$ cat config.mk
export PLATFORM = sky130hd
export DESIGN_NAME = ptnn_front
export DESIGN_NICKNAME = d
export VERILOG_FILES = /design/src/hdl/ptnn_pkg.sv /design/src/hdl/ptnn_front.sv
export SDC_FILE = /design/constraint.sdc
export NUM_CORES = 1
export LEC_CHECK = 0
export ABC_CLOCK_PERIOD_IN_PS = 5400
export BUFFER_PORTS_ARGS = -buffer_cell sky130_fd_sc_hd__buf_2
export CORE_ASPECT_RATIO = 1.2
export CORE_MARGIN = 4
export CORE_UTILIZATION = 55
export CTS_BUF_LIST = sky130_fd_sc_hd__clkbuf_8
export DETAILED_ROUTE_END_ITERATION = 12
export PLACE_DENSITY = 0.88
export SLEW_MARGIN = 20
export SYNTH_ARGS = -nofsm -noshare
export SYNTH_HDL_FRONTEND = slang
export SYNTH_SLANG_ARGS = --single-unit
$ cat constraint.sdc
create_clock -name clk_i -period 5.4 [get_ports clk_i]
set_clock_uncertainty 0.2 [all_clocks]
set_input_delay 0.81 -clock clk_i [delete_from_list [all_inputs] [get_ports clk_i]]
set_output_delay 0.81 -clock clk_i [all_outputs]
set_load 0.02 [all_outputs]
$ cat src/hdl/ptnn_pkg.sv
`timescale 1ns / 1ps

package ptnn_pkg;

  localparam int unsigned TABLE_DEPTH = 128;
  localparam int unsigned IDX_W       = 7;
  localparam int unsigned HZ_W        = 24;
  localparam int unsigned LOG_W       = 21;
  localparam int unsigned MANT_W      = 31;
  localparam int unsigned CENTS_W     = 16;
  localparam logic [14:0] CENTS_LIMIT = 15'd24000;
  localparam logic [13:0] CENTS_SCALE = 14'd12000;

  typedef logic [TABLE_DEPTH-1:0][HZ_W-1:0] rom_t;

  // Octave-0 frequencies for C through B with 27 fraction bits.
  localparam logic [11:0][31:0] OCTAVE_BASE = {
    32'd2071496706, 32'd1955232530, 32'd1845493760, 32'd1741914154,
    32'd1644148025, 32'd1551869087, 32'd1464769368, 32'd1382558180,
    32'd1304961152, 32'd1231719311, 32'd1162588218, 32'd1097337155
  };

  function automatic rom_t build_rom();
    rom_t        r;
    int unsigned o;
    longint unsigned v;
    for (int i = 0; i < TABLE_DEPTH; i++) begin
      o = i / 12;
      v = (longint'(OCTAVE_BASE[i % 12]) + (64'd1 << (16 - o))) >> (17 - o);
      r[i] = v[HZ_W-1:0];
    end
    return r;
  endfunction

  localparam rom_t NOTE_ROM = build_rom();

  typedef enum logic [1:0] {
    CLS_LOW,
    CLS_HIGH,
    CLS_SEARCH
  } pitch_cls_e;

  typedef struct packed {
    logic [HZ_W-1:0] pitch;
    pitch_cls_e      cls;
  } pitch_item_t;

  typedef enum logic [2:0] {
    ST_IDLE,
    ST_SEARCH,
    ST_LOG_START,
    ST_LOG_WAIT,
    ST_SCALE,
    ST_FINISH
  } back_state_e;

endpackage

$ cat src/hdl/ptnn_front.sv
`timescale 1ns / 1ps

module ptnn_front import ptnn_pkg::*; #(
  parameter int unsigned NOTE_COUNT = 128
) (
  input  logic                clk_i,
  input  logic                rst_ni,
  input  logic [HZ_W-1:0]     pitch_hz_i,
  input  logic                pitch_valid_i,
  output logic                pitch_ready_o,
  output pitch_item_t         item_o,
  output logic                item_valid_o,
  input  logic                item_pop_i
);

  localparam logic [IDX_W-1:0] LAST_IDX = IDX_W'(NOTE_COUNT - 1);

  pitch_item_t mem_q [2];
  logic        wr_ptr_q, rd_ptr_q;
  logic [1:0]  cnt_q;
  logic        push, pop;
  pitch_item_t new_item;

  // Items outside the table range clamp without a search.
  always_comb begin
    new_item.pitch = pitch_hz_i;
    if (pitch_hz_i < NOTE_ROM[0]) begin
      new_item.cls = CLS_LOW;
    end else if (pitch_hz_i > NOTE_ROM[LAST_IDX]) begin
      new_item.cls = CLS_HIGH;
    end else begin
      new_item.cls = CLS_SEARCH;
    end
  end

  assign pitch_ready_o = (cnt_q != 2'd2);
  assign push          = pitch_valid_i && pitch_ready_o;
  assign item_valid_o  = (cnt_q != 2'd0);
  assign pop           = item_pop_i && item_valid_o;
  assign item_o        = mem_q[rd_ptr_q];

  always_ff @(posedge clk_i) begin
    if (push) begin
      mem_q[wr_ptr_q] <= new_item;
    end
  end

  always_ff @(posedge clk_i or negedge rst_ni) begin
    if (!rst_ni) begin
      wr_ptr_q <= 1'b0;
      rd_ptr_q <= 1'b0;
      cnt_q    <= 2'd0;
    end else begin
      if (push) wr_ptr_q <= ~wr_ptr_q;
      if (pop)  rd_ptr_q <= ~rd_ptr_q;
      cnt_q <= cnt_q + {1'b0, push} - {1'b0, pop};
    end
  end

endmodule

Yosys cells after proc, flatten, opt, wreduce, memory -nomap -nowiden

Memory sizes are Yosys's and may differ from the RTL's.
Index checks and enable logic that the tools add are counted.

Reduce and logical (&&, ||, !) cells: 3
Bitwise logic cells: 2
$mul: 0
Div/mod/pow operators: 0
Equality and inequality tests: 1
Shift operators: 0
Add/subtract/negate cells: 2
Muxes and demuxes: 4
Order comparisons: 2

Operator list:

| operator                                              | count |
|---|---|
| > comparator 24 bit (second input constant)           | 1 |
| < comparator 24 x 14 -> 1 bit (second input constant) | 1 |
| two-way mux 2 bit                                     | 2 |
| adder 2 x 1 -> 2 bit                                  | 1 |
| logical AND 1 bit                                     | 2 |
| two-way mux 1 bit                                     | 2 |
| != test 2 bit (second input constant)                 | 1 |
| NOT 1 bit                                             | 2 |
| nonzero test 2 bit                                    | 1 |
| subtractor 2 x 1 -> 2 bit                             | 1 |

RAM bits: 52
Input port bits: 28
Memory bits (read-only): 0
Latch bits: 0
Register bits: 4
Memories: 1

Memory list:

| name  | depth | width | read ports | clocked after Yosys merged registers in | wr ports | line             | source |
|---|---|---|---|---|---|---|---|
| mem_q | 2     | 26    | 1          | 0                                       | 1        | ptnn_front.sv:18 | `pitch_item_t mem_q [2];` |

Logic depth before layout (Yosys ltp)

Depth in word-level cells: 4
Mapped depth: 7
Depth with buffers taken out: 7

Worst setup path before layout

Ideal clock, no wire load.

Path kind: input -> register
From: input port pitch_valid_i
To: memory mem_q[0][0] (netlist name) (enable)
Arrival time: 2.019 ns
Stages on the path: 2
Required time: 4.791 ns
Setup slack: 2.772 ns
Cell sequence: nand2_1 nor2_1

Cells in the longest elaborated chain, start to end: 3

Ends and longest elaborated chain:

| item                                    | line             | source |
|---|---|---|
| from (decl)                             | ptnn_front.sv:9  | `input logic pitch_valid_i,` |
| logical AND 1 bit                       | ptnn_front.sv:37 | `assign push = pitch_valid_i && pitch_ready_o;` |
| two-way mux 1 bit                       | ptnn_front.sv:43 | `if (push) begin` |
| two-way mux 1 bit (implied by the code) | ptnn_front.sv:44 | `mem_q[wr_ptr_q] <= new_item;` |
| to (decl)                               | ptnn_front.sv:18 |  |

No other way between the ends.

==> results.sh <==
export IMPL_layout_nets=209
export IMPL_grt_pass1_wl_um=6190
export IMPL_grt_usage_pct=16.2
export IMPL_p_total_w=0.00134
export IMPL_drt_pre_antenna_iters=4
export IMPL_seq_area_frac_synth_pct=75.1
export IMPL_postCtsHoldBufs=0
export IMPL_tritoncts="built"
export IMPL_synthArstFlopShare_pct=7.14
export IMPL_post_route_min_period_ns=2.64
export IMPL_cp_start_kind="flop"
export IMPL_reg2reg_depth=7
export IMPL_yosysMostFrequentCell="edfxtp_1"
export IMPL_synth_edff_count=52
export IMPL_worstPathArrival_ns=1.63
export IMPL_cts_setup_buffers=0
export IMPL_vdd_drop_max_v=0.000403
export IMPL_dp_cells=226
export IMPL_grt_max_degree=28
export IMPL_ys_top_cells_by_area="edfxtp_1 (71%), mux2_2 (13%), dfrtp_1 (4.5%), a2111oi_4 (1.2%), xnor2_1 (1.2%)"
export IMPL_rrSetupSlack_ns=3.36
export IMPL_fmax_mhz=378
export IMPL_rows=25
export IMPL_final_design_area_no_fill_mm2=0.00265
export IMPL_seq_area_mm2=0.00166
export IMPL_clock_latency_ns=0.30
export IMPL_drc=0
export IMPL_routed_wl_um=3850
export IMPL_syn_avg_cell_area_um2=18.6
export IMPL_clock_sinks=56
export IMPL_p_leak_nw=0.984
export IMPL_clk_path_buf_depth=2
export IMPL_synthTopCellsByCount="edfxtp_1 (52), mux2_2 (26), dfrtp_1 (4)"
export IMPL_place_area_mm2=0.00255
export IMPL_fin_crit_sh_pct=49.0
export IMPL_wl_per_cell_um=16.4
export IMPL_chipHeight_um=77.5
export IMPL_drt_iter0_markers=48
export IMPL_rsz0062_at_grt="no"
export IMPL_layout_drive_gt1_share_pct=52.8
export IMPL_timing_setup_tns_ns=0
export IMPL_dp_hpwl_um=2730
export IMPL_areaGrowthSynthToFinish_pct=19.5
export IMPL_ys_flop_type="edfxtp_1"
export IMPL_grt_pass1_vias=1308
export IMPL_status="complete, no violations"
export IMPL_synth_seq_cells=56
export IMPL_path_max_fanout=27
export IMPL_synth_top_area_share_pct=70.5
export IMPL_ant_nets=0
export IMPL_ys_types=26
export IMPL_cts_buffers=5
export IMPL_final_max_slew_viol_count=0
export IMPL_grt_overflow=0
export IMPL_antenna_found_initial=0
export IMPL_clock_root_buffer="clkbuf_8"
export IMPL_diodes=0
export IMPL_fillers=269
export IMPL_die_area_mm2=0.00511
export IMPL_multi_input_area_um2=536
export IMPL_io_buffers=55
export IMPL_hold_viol_final=0
export IMPL_ios=56
export IMPL_num_vias=1261
export IMPL_routed_via_density=5.39
export IMPL_syn_area_mm2=0.00221
export IMPL_synth_top_cell_by_area="edfxtp_1"
export IMPL_htreeDepth=2
export IMPL_core_mm2=0.00391
export IMPL_syn_inst=119
export IMPL_clkTransAtPathRegs_ns=0.09
export IMPL_p_per_area_mw_per_mm2=506
export IMPL_worst_pin_slew_ns=0.615
export IMPL_cts_resized=0
export IMPL_min_path_type="in2async"
export IMPL_crit_reg2reg_capture="cnt_q[1]"
export IMPL_final_cell_count_no_fill=234
export IMPL_worstSetupPathType="reg2out"
export IMPL_setup_violations=0
export IMPL_die_w_um=65.9
export IMPL_start_util_pct=56.6
export IMPL_worst_slack_ns=2.76
export IMPL_gp_congestion=0.703
export IMPL_end_kind="primary output"
export IMPL_pre_cts_ws_ns=2.72
export IMPL_r2r_start="cnt_q[1]"
export IMPL_drv_cap=0
export IMPL_crit_required_ns=4.39
export IMPL_synthesis_nets=149
export IMPL_crit_start="rd_ptr_q"
export IMPL_yosys_warnings=0
export IMPL_maxSlewHeadroom_pct=59.0
-- critical path: stages, from the launching register on --
cell	delay, ns
dfrtp_2	0.75
mux2_2	0.41
buf_2	0.16
-- layer usage --
metal	share of wire, %	up-vias	global-route usage [%]
met4	1.8	0	7.47
met2	56	35	29.7
met3	6.7	7	3.76
met1	35	630	16.9
met5	0	-	0
li1	-	589	-
-- worst max-delay path by stage --
stage                        to  slack (ns)  cells past startpoint
finish               item_o[14]        2.76                      2
global route          item_o[8]        2.67                      2
CTS                   item_o[0]        2.38                      2
detailed placement    item_o[0]        2.72                      2
global placement    mem_q[0][1]        2.77                      5
floorplan           mem_q[0][0]        2.77                      2
-- state kept, by name (all words and copies together) (netlist names) --
register and flops:
mem_q 52, cnt_q 2, rd_ptr_q 1, wr_ptr_q 1
-- where the power goes --
group	switching, W	internal (W)
sequential	0.0000650	0.000596
combinational	0.000265	0.000196
clock	0.000126	0.0000904
total	0.000456	0.000882
-- area by class of cell --
cell class	count	area share, %
flip-flops and latches	56	62.9
multi-input cells	58	20.2
repair buffers	56	10.7
clock buffers	5	2.60
well taps	54	2.55
clock inverters	3	0.757
inverters	2	0.284
-- logic make-up after synthesis --
logic type      after synthesis  share of synthesized area [%]
xor+xnor                      4                           1.58
fa+ha+maj                     2                           1.13
simple gates                 19                           4.98
buf+inv                       5                          0.905
compound gates                7                           3.11
flops                        56                           75.1
mux                          26                           13.2
-- cells in the final DEF, fill, tap and decap left out, drive strengths merged --
cell type  Yosys  final
nand2b         1      1
or2            1      1
dfrtp          4      4
ha             2      2
clkinvlp       0      1
nor4           3      3
clkbuf         0      5
nand4          3      3
o2111ai        1      1
clkinv         0      1
xnor2          3      3
buf            3     56
a21oi          1      1
or4            1      1
a2111oi        1      1
inv            2      3
o311ai         1      1
o31ai          1      1
nand2          3      3
edfxtp        52     52
and2           1      1
mux2          26     26
nand3          1      1
o21ai          1      1
xor2           1      1
and3           3      3
a31oi          1      1
nor2           2      2
-- through the flow --
| step | hold WS, ns | util (%) |
|---|---|---|
| final | 0.0945 | 67.6 |
| after global routing | 0.0845 | 67.6 |
| after CTS | 0.0925 | 67.6 |
| after detailed placement | 0.302 | 65.3 |
| after global placement | 0.275 | 65.3 |
| after floorplan | 0.260 | - |
(Power assumes the default switching activity.)
